<file path="src/hw/rtl/tsg_pkg.sv">
// ----------------------------------------------------------------------------
// tsg_pkg: shared types and constants for the tilt/shake gesture detector
// Request and result structs, register indexes, gesture codes, reset values.
// ----------------------------------------------------------------------------
package tsg_pkg;

  typedef struct packed {
    logic signed [15:0] raw_x;
    logic signed [15:0] raw_y;
    logic signed [15:0] raw_z;
    logic [31:0]        now_ms;
  } tsg_in_t;

  typedef struct packed {
    logic [2:0]         gesture;
    logic signed [15:0] corr_x;
    logic signed [15:0] corr_y;
    logic signed [15:0] corr_z;
  } tsg_out_t;

  // per-detector control: evaluate this request, tilt condition, timestamp
  typedef struct packed {
    logic        en;
    logic        tilted;
    logic [31:0] now_ms;
  } tsg_det_req_t;

  localparam int unsigned CfgIdxW = 3;

  localparam logic [CfgIdxW-1:0] REG_OFFSET_X       = 3'd0;
  localparam logic [CfgIdxW-1:0] REG_OFFSET_Y       = 3'd1;
  localparam logic [CfgIdxW-1:0] REG_OFFSET_Z       = 3'd2;
  localparam logic [CfgIdxW-1:0] REG_FORWARD_LIMIT  = 3'd3;
  localparam logic [CfgIdxW-1:0] REG_BACKWARD_LIMIT = 3'd4;
  localparam logic [CfgIdxW-1:0] REG_SIDE_LIMIT     = 3'd5;
  localparam logic [CfgIdxW-1:0] REG_SHAKE_JUMP     = 3'd6;
  localparam logic [CfgIdxW-1:0] REG_HOLD_MS        = 3'd7;

  localparam logic [2:0] GEST_NONE     = 3'd0;
  localparam logic [2:0] GEST_FORWARD  = 3'd1;
  localparam logic [2:0] GEST_BACKWARD = 3'd2;
  localparam logic [2:0] GEST_LEFT     = 3'd3;
  localparam logic [2:0] GEST_RIGHT    = 3'd4;
  localparam logic [2:0] GEST_SHAKE    = 3'd5;

  localparam logic signed [15:0] RST_FORWARD_LIMIT  = -16'sd10000;
  localparam logic signed [15:0] RST_BACKWARD_LIMIT = 16'sd14000;
  localparam logic [14:0]        RST_SIDE_LIMIT     = 15'd10000;
  localparam logic [15:0]        RST_SHAKE_JUMP     = 16'd8000;
  localparam logic [15:0]        RST_HOLD_MS        = 16'd1000;

  localparam logic [31:0] SIDE_HOLD_MS    = 32'd500;
  localparam logic [2:0]  SHAKE_RUN_LIMIT = 3'd3;

endpackage

</file>
<file path="src/hw/rtl/tilt_shake_gesture_detector.sv">
// ----------------------------------------------------------------------------
// tilt_shake_gesture_detector: accelerometer tilt and shake gesture detector
// Offset correction, prioritised hold/tilt/shake detectors, one result/sample.
// ----------------------------------------------------------------------------
// Each accepted request (raw x/y/z plus millisecond timestamp) produces
// exactly one result: the offset-corrected sample (wrapped to 16 bits) and a
// gesture code. A request is captured in an input register; the correction
// and all five detectors then run as one short combinational pass into the
// result register, so throughput is one request per cycle while the sink
// does not stall, and out_valid rises when the request moves from the input
// register into the result register. Detectors are evaluated in priority
// order forward hold, backward hold, left, right, shake; only those up to
// and including the first to fire update their state. Registers are written
// through the cfg port (always ready) and should only be changed while no
// request is in flight.
// ----------------------------------------------------------------------------
module tilt_shake_gesture_detector (
  input  logic                              clk,
  input  logic                              rst_n,
  // request channel
  input  logic                              in_valid,
  output logic                              in_stall,
  input  tsg_pkg::tsg_in_t                  in_data,
  // result channel
  output logic                              out_valid,
  input  logic                              out_stall,
  output tsg_pkg::tsg_out_t                 out_data,
  // configuration writes
  input  logic                              cfg_valid,
  output logic                              cfg_ready,
  input  logic [tsg_pkg::CfgIdxW-1:0]       cfg_index,
  input  logic [15:0]                       cfg_data
);

  // configuration registers
  logic signed [15:0] offset_x_r, offset_y_r, offset_z_r;
  logic signed [15:0] forward_limit_r, backward_limit_r;
  logic [14:0]        side_limit_r;
  logic [15:0]        shake_jump_r, hold_ms_r;

  // pipeline registers
  logic              in_valid_r;
  tsg_pkg::tsg_in_t  in_data_r;
  logic              out_valid_r;
  tsg_pkg::tsg_out_t out_data_r, out_data_nxt;

  logic adv;           // request moves from input register to result register

  // correction and tilt conditions
  logic signed [15:0] corr_x, corr_y, corr_z;
  logic signed [16:0] corr_y_ext, side_ext;
  logic fwd_tilt, bwd_tilt, y_above, y_below;

  tsg_pkg::tsg_det_req_t fwd_req, bwd_req, left_req, right_req;
  logic fwd_fire, bwd_fire, left_fire, right_fire, shake_fire;
  logic shake_en;

  assign cfg_ready = 1'b1;

  always_ff @(posedge clk) begin
    if (!rst_n) begin
      offset_x_r       <= '0;
      offset_y_r       <= '0;
      offset_z_r       <= '0;
      forward_limit_r  <= tsg_pkg::RST_FORWARD_LIMIT;
      backward_limit_r <= tsg_pkg::RST_BACKWARD_LIMIT;
      side_limit_r     <= tsg_pkg::RST_SIDE_LIMIT;
      shake_jump_r     <= tsg_pkg::RST_SHAKE_JUMP;
      hold_ms_r        <= tsg_pkg::RST_HOLD_MS;
    end else if (cfg_valid && cfg_ready) begin
      case (cfg_index)
        tsg_pkg::REG_OFFSET_X:       offset_x_r       <= cfg_data;
        tsg_pkg::REG_OFFSET_Y:       offset_y_r       <= cfg_data;
        tsg_pkg::REG_OFFSET_Z:       offset_z_r       <= cfg_data;
        tsg_pkg::REG_FORWARD_LIMIT:  forward_limit_r  <= cfg_data;
        tsg_pkg::REG_BACKWARD_LIMIT: backward_limit_r <= cfg_data;
        tsg_pkg::REG_SIDE_LIMIT:     side_limit_r     <= cfg_data[14:0];
        tsg_pkg::REG_SHAKE_JUMP:     shake_jump_r     <= cfg_data;
        tsg_pkg::REG_HOLD_MS:        hold_ms_r        <= cfg_data;
        default: ;
      endcase
    end
  end

  // Handshake: input register refills whenever its request moves on, so the
  // input side only stalls while a result waits and the sink stalls.
  assign adv      = in_valid_r && (!out_valid_r || !out_stall);
  assign in_stall = in_valid_r && out_valid_r && out_stall;

  always_ff @(posedge clk) begin
    if (!rst_n) begin
      in_valid_r <= 1'b0;
    end else if (!in_stall) begin
      in_valid_r <= in_valid;
    end
  end

  always_ff @(posedge clk) begin
    if (in_valid && !in_stall) begin
      in_data_r <= in_data;
    end
  end

  // offset correction, wrapping
  assign corr_x = in_data_r.raw_x - offset_x_r;
  assign corr_y = in_data_r.raw_y - offset_y_r;
  assign corr_z = in_data_r.raw_z - offset_z_r;

  assign fwd_tilt   = corr_x < forward_limit_r;
  assign bwd_tilt   = corr_x > backward_limit_r;
  // 17-bit compare so that -side_limit is exact
  assign corr_y_ext = {corr_y[15], corr_y};
  assign side_ext   = $signed({2'b00, side_limit_r});
  assign y_above    = corr_y_ext > side_ext;
  assign y_below    = corr_y_ext < -side_ext;

  // priority chain: a detector only steps if none before it fired
  assign fwd_req   = '{en: adv, tilted: fwd_tilt, now_ms: in_data_r.now_ms};
  assign bwd_req   = '{en: adv && !fwd_fire, tilted: bwd_tilt, now_ms: in_data_r.now_ms};
  assign left_req  = '{en: adv && !fwd_fire && !bwd_fire, tilted: y_above,
                       now_ms: in_data_r.now_ms};
  assign right_req = '{en: adv && !fwd_fire && !bwd_fire && !left_fire,
                       tilted: y_below, now_ms: in_data_r.now_ms};
  assign shake_en  = adv && !fwd_fire && !bwd_fire && !left_fire && !right_fire;

  tsg_hold u_fwd (
    .clk     (clk),
    .rst_n   (rst_n),
    .req     (fwd_req),
    .hold_ms (hold_ms_r),
    .fire    (fwd_fire)
  );

  tsg_hold u_bwd (
    .clk     (clk),
    .rst_n   (rst_n),
    .req     (bwd_req),
    .hold_ms (hold_ms_r),
    .fire    (bwd_fire)
  );

  tsg_side u_left (
    .clk   (clk),
    .rst_n (rst_n),
    .req   (left_req),
    .fire  (left_fire)
  );

  tsg_side u_right (
    .clk   (clk),
    .rst_n (rst_n),
    .req   (right_req),
    .fire  (right_fire)
  );

  tsg_shake u_shake (
    .clk        (clk),
    .rst_n      (rst_n),
    .en         (shake_en),
    .corr       ({corr_z, corr_y, corr_x}),
    .shake_jump (shake_jump_r),
    .fire       (shake_fire)
  );

  always_comb begin
    out_data_nxt.corr_x = corr_x;
    out_data_nxt.corr_y = corr_y;
    out_data_nxt.corr_z = corr_z;
    if (fwd_fire) begin
      out_data_nxt.gesture = tsg_pkg::GEST_FORWARD;
    end else if (bwd_fire) begin
      out_data_nxt.gesture = tsg_pkg::GEST_BACKWARD;
    end else if (left_fire) begin
      out_data_nxt.gesture = tsg_pkg::GEST_LEFT;
    end else if (right_fire) begin
      out_data_nxt.gesture = tsg_pkg::GEST_RIGHT;
    end else if (shake_fire) begin
      out_data_nxt.gesture = tsg_pkg::GEST_SHAKE;
    end else begin
      out_data_nxt.gesture = tsg_pkg::GEST_NONE;
    end
  end

  // result register
  always_ff @(posedge clk) begin
    if (!rst_n) begin
      out_valid_r <= 1'b0;
    end else if (adv) begin
      out_valid_r <= 1'b1;
    end else if (!out_stall) begin
      out_valid_r <= 1'b0;
    end
  end

  always_ff @(posedge clk) begin
    if (adv) begin
      out_data_r <= out_data_nxt;
    end
  end

  assign out_valid = out_valid_r;
  assign out_data  = out_data_r;

endmodule

</file>
<file path="src/hw/rtl/tsg_hold.sv">
// ----------------------------------------------------------------------------
// tsg_hold: forward/backward hold detector
// Fires once per tilt episode after the tilt has lasted hold_ms.
// ----------------------------------------------------------------------------
module tsg_hold (
  input  logic                 clk,
  input  logic                 rst_n,
  input  tsg_pkg::tsg_det_req_t req,
  input  logic [15:0]          hold_ms,
  output logic                 fire
);

  logic        running_r, running_nxt;
  logic        fired_r, fired_nxt;
  logic [31:0] start_r, start_nxt;
  logic [31:0] elapsed;

  assign elapsed = req.now_ms - start_r;   // wraps mod 2^32
  assign fire    = req.tilted && running_r && !fired_r && (elapsed >= {16'd0, hold_ms});

  always_comb begin
    running_nxt = running_r;
    fired_nxt   = fired_r;
    start_nxt   = start_r;
    if (!req.tilted) begin
      running_nxt = 1'b0;
      fired_nxt   = 1'b0;
    end else if (!running_r) begin
      running_nxt = 1'b1;
      fired_nxt   = 1'b0;
      start_nxt   = req.now_ms;
    end else if (fire) begin
      fired_nxt   = 1'b1;
    end
  end

  always_ff @(posedge clk) begin
    if (!rst_n) begin
      running_r <= 1'b0;
      fired_r   <= 1'b0;
    end else if (req.en) begin
      running_r <= running_nxt;
      fired_r   <= fired_nxt;
    end
  end

  always_ff @(posedge clk) begin
    if (req.en) begin
      start_r <= start_nxt;
    end
  end

endmodule

</file>
<file path="src/hw/rtl/tsg_side.sv">
// ----------------------------------------------------------------------------
// tsg_side: left/right tilt detector
// Fires after a fixed side hold time, then restarts the timer.
// ----------------------------------------------------------------------------
module tsg_side (
  input  logic                 clk,
  input  logic                 rst_n,
  input  tsg_pkg::tsg_det_req_t req,
  output logic                 fire
);

  logic        running_r, running_nxt;
  logic [31:0] start_r, start_nxt;
  logic [31:0] elapsed;

  assign elapsed = req.now_ms - start_r;
  assign fire    = req.tilted && running_r && (elapsed >= tsg_pkg::SIDE_HOLD_MS);

  always_comb begin
    running_nxt = running_r;
    start_nxt   = start_r;
    if (!req.tilted) begin
      running_nxt = 1'b0;
    end else if (!running_r) begin
      running_nxt = 1'b1;
      start_nxt   = req.now_ms;
    end else if (fire) begin
      running_nxt = 1'b0;
    end
  end

  always_ff @(posedge clk) begin
    if (!rst_n) begin
      running_r <= 1'b0;
    end else if (req.en) begin
      running_r <= running_nxt;
    end
  end

  always_ff @(posedge clk) begin
    if (req.en) begin
      start_r <= start_nxt;
    end
  end

endmodule

</file>
<file path="src/hw/rtl/tsg_shake.sv">
// ----------------------------------------------------------------------------
// tsg_shake: shake detector
// Counts consecutive samples with a large per-axis jump; fires past the limit.
// ----------------------------------------------------------------------------
module tsg_shake (
  input  logic             clk,
  input  logic             rst_n,
  input  logic             en,
  input  logic [2:0][15:0] corr,
  input  logic [15:0]      shake_jump,
  output logic             fire
);

  logic [2:0][15:0] prev_r;
  logic [2:0]       run_r, run_nxt;
  logic [2:0]       run_inc;
  logic [2:0]       axis_big;
  logic             big;

  // full-magnitude jump per axis, 17-bit difference, no 16-bit wrap
  always_comb begin
    logic signed [16:0] diff;
    logic        [16:0] mag;
    for (int i = 0; i < 3; i++) begin
      diff = $signed({corr[i][15], corr[i]}) - $signed({prev_r[i][15], prev_r[i]});
      mag  = diff[16] ? 17'(-diff) : 17'(diff);
      axis_big[i] = (mag[15:0] > shake_jump);
    end
  end

  assign big     = |axis_big;
  assign run_inc = run_r + 3'd1;
  assign fire    = big && (run_inc > tsg_pkg::SHAKE_RUN_LIMIT);

  always_comb begin
    if (!big || fire) begin
      run_nxt = 3'd0;
    end else begin
      run_nxt = run_inc;
    end
  end

  always_ff @(posedge clk) begin
    if (!rst_n) begin
      run_r  <= 3'd0;
      prev_r <= '0;
    end else if (en) begin
      run_r  <= run_nxt;
      prev_r <= corr;
    end
  end

endmodule

</file>
<file path="config.mk">
export PLATFORM = sky130hd
export DESIGN_NAME = tilt_shake_gesture_detector
export DESIGN_NICKNAME = d
export VERILOG_FILES = /design/src/hw/rtl/tsg_pkg.sv /design/src/hw/rtl/tilt_shake_gesture_detector.sv /design/src/hw/rtl/tsg_hold.sv /design/src/hw/rtl/tsg_side.sv /design/src/hw/rtl/tsg_shake.sv
export SDC_FILE = /design/constraint.sdc
export NUM_CORES = 1
export LEC_CHECK = 0
export BUFFER_PORTS_ARGS = -buffer_cell sky130_fd_sc_hd__buf_2
export CAP_MARGIN = 0
export CORE_UTILIZATION = 55
export DETAILED_ROUTE_END_ITERATION = 7
export GPL_TIMING_DRIVEN = 0
export PLACE_DENSITY = 0.73
export SLEW_MARGIN = 20
export SYNTH_ARGS = -nofsm -noshare
export SYNTH_HDL_FRONTEND = slang
export SYNTH_SLANG_ARGS = --single-unit
</file>
<file path="constraint.sdc">
create_clock -name clk -period 10.93 [get_ports clk]
set_clock_uncertainty 0.15 [all_clocks]
set_input_delay 1.093 -clock clk [delete_from_list [all_inputs] [get_ports clk]]
set_output_delay 1.093 -clock clk [all_outputs]
set_load 0.05 [all_outputs]
</file>
==> results of run 1 <==
==> report_power, final <==
group          total (mW)  internal (mW)  switching (mW)
Combinational        1.89          0.754            1.14
Clock                1.85           1.10           0.748
Sequential           1.94           1.88          0.0588
Total                5.68           3.73            1.95
==> cells in the mapped netlist, drive strengths merged, types with 46 or more instances <==
master    n  area share, %
nand2   459            5.5
ha      365             15
inv     361            4.3
a21oi   307            4.9
edfxtp  259             25
nor2    204            2.4
dfxtp   186             12
o21ai   134            2.2
xnor2   129            3.6
clkbuf  106            1.3
a21o     71            1.7
nand3    65            1.0
o211ai   65            1.6
xor2     64            1.8
nor3     60            1.0
nand4    59            1.2
o21a     52            1.2
nor2b    47           0.94
mux2i    46            1.5
==> worst max-delay path, stage by stage, from the launching register on <==
cell and delay [ns]:
dfxtp_1 0.32, ha_1 0.22, fa_1 0.40, nor2b_1 0.12, o21ai_0 0.09, a21boi_0 0.25
o21ai_0 0.15, a21boi_0 0.35, o2111ai_1 0.19, a31oi_1 0.25, a21o_1 0.16, a21oi_1 0.07
xnor2_1 0.83, ha_1 0.41, nand4_1 0.14, nor2_1 0.05, a311oi_1 0.34, a21oi_1 0.12
a31oi_1 0.33, nor3b_1 0.12, o31a_1 0.20, nor3_2 0.72, nand2_1 0.57, nor3b_2 0.66
buf_6 0.24, buf_4 0.22
==> cells by family (layout without fill, tap and decap cells) <==
logic type / Yosys count / after routing / synth area share, %
AOI/OAI and AO/OA: 913 / 913 / 18.9
xor gates and xnor gates: 193 / 193 / 5.40
adders and majority gates: 375 / 375 / 15.2
buffers and inverters: 476 / 725 / 5.87
DFF: 445 / 445 / 36.7
muxes: 50 / 50 / 1.61
other: 1 / 2 / 0.0120
and+or+nand+nor: 1083 / 1083 / 16.2
==> per-layer routing <==
metal  wire length, microns  up-vias  part of all wire (%)  GRT usage, %
met5                      0        -                     0             0
met4                   1970        0                   2.3          7.59
met3                   5720      139                   6.7          4.35
met2                  37300      817                    44          46.1
met1                  40000    12600                    47          41.6
li1                       -    13100                     -             -
==> metrics by stage <==
stage               area, sq um  hold WS (ns)  total power, mW  setup slack (ns)  utilization [%]
floorplan                 31300         0.271             3.38              2.77                -
global placement          32900         0.291             3.80            -0.415             58.5
detailed placement        33200         0.296             3.83              3.09             59.0
CTS                       35000         0.305             5.68              2.99             62.2
global route              35000         0.317             6.00              2.33             62.2
finish                    35000         0.304             5.68              2.89             62.2
==> worst min path at each step <==
stage                                  start                       endpoint  slack [ns]
6_report          offset_z_r[9]$_SDFFE_PN0P_     offset_z_r[9]$_SDFFE_PN0P_        0.30
5_1_grt        shake_jump_r[14]$_SDFFE_PN0P_  shake_jump_r[14]$_SDFFE_PN0P_        0.32
4_1_cts           hold_ms_r[10]$_SDFFE_PN0P_     hold_ms_r[10]$_SDFFE_PN0P_        0.30
3_5_place_dp      hold_ms_r[10]$_SDFFE_PN0P_     hold_ms_r[10]$_SDFFE_PN0P_        0.30
3_3_place_gp   shake_jump_r[13]$_SDFFE_PN0P_  shake_jump_r[13]$_SDFFE_PN0P_        0.29
2_1_floorplan  u_shake.run_r[2]$_SDFFE_PN0P_  u_shake.run_r[2]$_SDFFE_PN0P_        0.27
==> flip-flops by register name, indices dropped and copies added (netlist names), 32 cells and up <==
register,flops
u_left.start_r,32
bwd_req,32
out_data,51
u_shake.prev_r,48
in_data_r,48
u_fwd.start_r,32
u_bwd.start_r,32
u_right.start_r,32
==> area by class of cell <==
class | instances | area, sq um | area share, %
Antenna cell | 1 | 2.50 | 0.00715
Multi-Input combinational cell | 2615 | 18000 | 51.5
Clock inverter | 35 | 422 | 1.21
Tap cell | 756 | 946 | 2.70
Buffer | 115 | 484 | 1.38
Inverter | 361 | 1360 | 3.88
Timing Repair Buffer | 155 | 892 | 2.55
Clock buffer | 59 | 1380 | 3.94
Sequential cell | 445 | 11500 | 32.9
==> impl_metrics.json, run 1 <==
{
  "synth_cell_types": 91,
  "power.density_nw_per_um2": 162,
  "syn_inst": 3536,
  "worstPathMaxFanout": 10,
  "post-cts-setup-buffer-count": 0,
  "crit_path_end_kind": "flop",
  "clk_pin_slew_ns": 0.07,
  "finalSetupTns_ns": 0,
  "start_util_pct": 55.6,
  "crit_required_ns": 11.08,
  "cp-startpoint": "offset_x_r[0]$_SDFFE_PN0P_",
  "gr-total-overflow": 0,
  "finalNonFillerCells": 4542,
  "core_area_sq_um": 56300,
  "cts_tree": "built",
  "period_needed_ns": 8.04,
  "synth_nets": 4015,
  "viasPerCell": 5.87,
  "status": "completed",
  "dieWidth_microns": 241,
  "grt_usage_pct": 29.2,
  "place_inst": 4447,
  "yosysWarnings": 0,
  "timing.fmax_mhz": 124,
  "critical_path_class": "flop to flop",
  "drtIter0Drc": 2000,
  "hold_viol": 0,
  "holdPathStages": 2,
  "numCtsBuffers": 51,
  "drc_errors": 0,
  "dp_hpwl_mm": 64.9,
  "r2r_slack_ns": 2.89,
  "r2r-start": "offset_x_r[0]$_SDFFE_PN0P_",
  "r2r-end": "u_right.start_r[22]$_DFFE_PP_",
  "synth_flop_cell": "edfxtp_1",
  "routabilityCongestion": 0.931,
  "post_drt_wl_per_cell_microns": 18.7,
  "layout-drive-gt1-share_pct": 8.30,
  "finalNetCount": 4223,
  "grt_pass1_wl_mm": 133,
  "drtAntennaViolNets": 0,
  "crit_end": "u_right.start_r[22]$_DFFE_PP_",
  "slew_viol_final": 0,
  "nFillCells": 4896,
  "cp.arrival_ns": 8.19,
  "area_delta_synth_final_pct": 11.7,
  "irDropWorstVdd_uv": 146,
  "syn_avg_cell_area_sq_um": 8.86,
  "synth_edf_count": 259,
  "route.vias.total": 26700,
  "worst_pin_slew_ns": 1.10,
  "io_pins": 158,
  "reg2reg_depth": 25,
  "rows": 87,
  "first_pass_iters": 5,
  "dieHeight_microns": 241,
  "clockRootBuffer": "clkbuf_16",
  "start_kind": "flop",
  "cts_resized": 0,
  "rsz0062_at_grt": "false",
  "antenna_found_initial": 0,
  "ys_ff_latch": 445,
  "insertion_delay_ns": 0.62,
  "die_area_sq_um": 57900,
  "ys_seq_area_share_pct": 36.7,
  "wirelength_mm": 85.0,
  "grt_pass1_vias": 24900,
  "hold_path.class": "flop to flop",
  "setup_viol": 0,
  "cts.sinks": 445,
  "ctsHoldBuffers": 0,
  "p_leak_nw": 14.3,
  "layout_common_cells": "459 x nand2_1, 365 x ha_1, 359 x inv_1, 306 x a21oi_1, 259 x edfxtp_1",
  "synthArstFlopShare_pct": 0,
  "cap_viol_max_count": 0,
  "grt_max_degree": 52,
  "syn_area_sq_um": 31300,
  "maxSlewHeadroom_pct": 26.2,
  "io_buffers": 136,
  "finalCritPeriodShare_pct": 73.6,
  "htreeDepth": 2,
  "layout_commonest_cell": "nand2_1",
  "cts_buffer_depth": 3
}
No activity file was read; power rests on OpenSTA's default activity.
==> run 2, diff against run 1 <==
clock period = 8.45 ns   (was 10.93 ns; I/O delays follow)
==> run 2 against run 1 <==
  * Global-route usage did not move
  * Non-clock buffer count did not move
  * Total power rose by 29%
  * Via count rose by 0.10%
  * Core utilization barely moved
  * Critical path type unchanged
  * Critical endpoint is now u_right.start_r[17]$_DFFE_PP_
  * Largest power group unchanged
  * Highest routed layer unchanged
==> impl_metrics.json, run 2 (synthesis gave the netlist of run 1 again) <==
{
  "antenna_found_initial": 0,
  "clkPwrFrac_pct": 32.5,
  "grt_usage_pct": 29.2,
  "grt_pass1_vias": 24900,
  "hold_path.class": "primary input to flop",
  "setup_viol": 0,
  "critical_path_class": "flop to flop",
  "r2r_slack_ns": 0.52,
  "cts.sinks": 445,
  "cp-startpoint": "bwd_req[0]$_DFFE_PP_",
  "htreeDepth": 2,
  "numCtsBuffers": 51,
  "slew_viol_final": 0,
  "ctsHoldBuffers": 0,
  "holdWs_ns": 0.246,
  "first_pass_iters": 6,
  "cts_tree": "built",
  "cp.arrival_ns": 8.08,
  "period_needed_ns": 7.93,
  "hold_viol": 0,
  "worstPathMaxFanout": 10,
  "multi_input_area_sq_um": 18000,
  "internal_power_mw": 4.83,
  "rows": 87,
  "io_buffers": 136,
  "dp_hpwl_mm": 64.9,
  "route.vias.total": 26700,
  "dieHeight_microns": 241,
  "irDropWorstVdd_uv": 184,
  "core_area_sq_um": 56300,
  "worst_pin_slew_ns": 1.12,
  "min_from": "in_data[23]",
  "post_drt_wl_per_cell_microns": 18.8,
  "routabilityCongestion": 0.931,
  "finalSetupTns_ns": 0,
  "clk_pin_slew_ns": 0.06,
  "die_area_sq_um": 57900,
  "cap_viol_max_count": 0,
  "gr-total-overflow": 0,
  "wirelength_mm": 85.2,
  "io_pins": 158,
  "dieWidth_microns": 241,
  "viasPerCell": 5.88,
  "cts_buffer_depth": 3,
  "place_inst": 4447,
  "insertion_delay_ns": 0.63,
  "area_delta_synth_final_pct": 11.8,
  "rsz0062_at_grt": "false",
  "drtIter0Drc": 2032,
  "clockRootBuffer": "clkbuf_16",
  "power_switching_mw": 2.52,
  "layout_common_cells": "459 x nand2_1, 365 x ha_1, 359 x inv_1, 306 x a21oi_1, 259 x edfxtp_1",
  "crit_required_ns": 8.60,
  "power_mw": 7.35,
  "p_leak_nw": 14.3,
  "largest_reg_flops": 51,
  "layout-drive-gt1-share_pct": 8.35,
  "power_frac_comb_pct": 33.4,
  "drc_errors": 0,
  "grt_max_degree": 52,
  "finalNetCount": 4223,
  "drtAntennaViolNets": 0,
  "seq_power_share_pct": 34.2,
  "nFillCells": 4894,
  "start_util_pct": 55.6,
  "register_area_sq_um": 11500,
  "layout_commonest_cell": "nand2_1",
  "finalNonFillerCells": 4542,
  "grt_pass1_wl_mm": 133,
  "r2r-start": "bwd_req[0]$_DFFE_PP_",
  "timing.fmax_mhz": 126,
  "status": "completed",
  "start_kind": "flop",
  "finalCritPeriodShare_pct": 93.8,
  "switching_share_pct": 34.3,
  "crit_path_end_kind": "flop",
  "power.density_nw_per_um2": 210,
  "maxSlewHeadroom_pct": 24.8
}
## run 2: timing repair
item                       CTS  global route
resized for setup            0             2
buffers inserted             0             0
setup endpoints to repair    0            21
## run 2: per-stage QoR
step / utilization [%] / instance area, sq um / setup slack [ns]
global route: 62.2 / 35000 / 0.0268
global placement: 58.5 / 32900 / -2.89
CTS: 62.2 / 35000 / 0.514
finish: 62.2 / 35000 / 0.521
floorplan: - / 31300 / 0.287
detailed placement: 59.0 / 33200 / 0.611
## run 2: power groups by stage
stage	clock network, mW	logic (mW)	registers [mW]
2_1_floorplan	0	1.78	2.59
3_3_place_gp	0	2.35	2.57
3_5_place_dp	0	2.40	2.56
4_1_cts	2.42	2.42	2.51
5_1_grt	2.51	2.73	2.52
6_report	2.39	2.45	2.51
## run 2: routing by layer
metal	wire [microns]	vias up	global-route usage [%]
met1	40300	12600	41.6
li1	-	13100	-
met3	5620	136	4.35
met2	37300	804	46.1
met5	0	-	0
met4	2010	0	7.59
## run 2: final cells by class
cell class | instances | share of cell area (%)
clock buffer | 59 | 3.94
tap | 756 | 2.70
inverter | 361 | 3.88
timing repair buffer | 155 | 2.55
clock inverter | 35 | 1.20
buffer | 115 | 1.38
multi-input combinational | 2615 | 51.5
sequential | 445 | 32.9
antenna | 1 | 0.00715
## run 2: worst paths after layout
kind                                    to  cells past startpoint
max          u_right.start_r[17]$_DFFE_PP_                     25
min                  bwd_req[23]$_DFFE_PP_                      1
max reg2reg  u_right.start_r[17]$_DFFE_PP_                     25
min reg2reg     offset_z_r[8]$_SDFFE_PN0P_                      2
## run 2: critical path, cell delays in order, from the launching register on
cell and delay, ns:
edfxtp_1 0.45, inv_1 0.18, ha_1 0.20, inv_1 0.06, fa_1 0.42, a211oi_1 0.33
o21a_1 0.25, a21oi_1 0.16, o21a_1 0.29, nor2_1 0.14, xnor2_1 0.15, ha_1 0.28
o21ai_0 0.17, a21o_1 0.14, a31oi_1 0.08, a2111oi_0 0.39, and3_1 0.20, o2111ai_1 0.16
a2111oi_2 0.31, o2111ai_1 0.22, o31a_1 0.43, nor3_2 0.72, nand2_1 0.55, nor3b_2 0.68
buf_6 0.24, buf_4 0.22
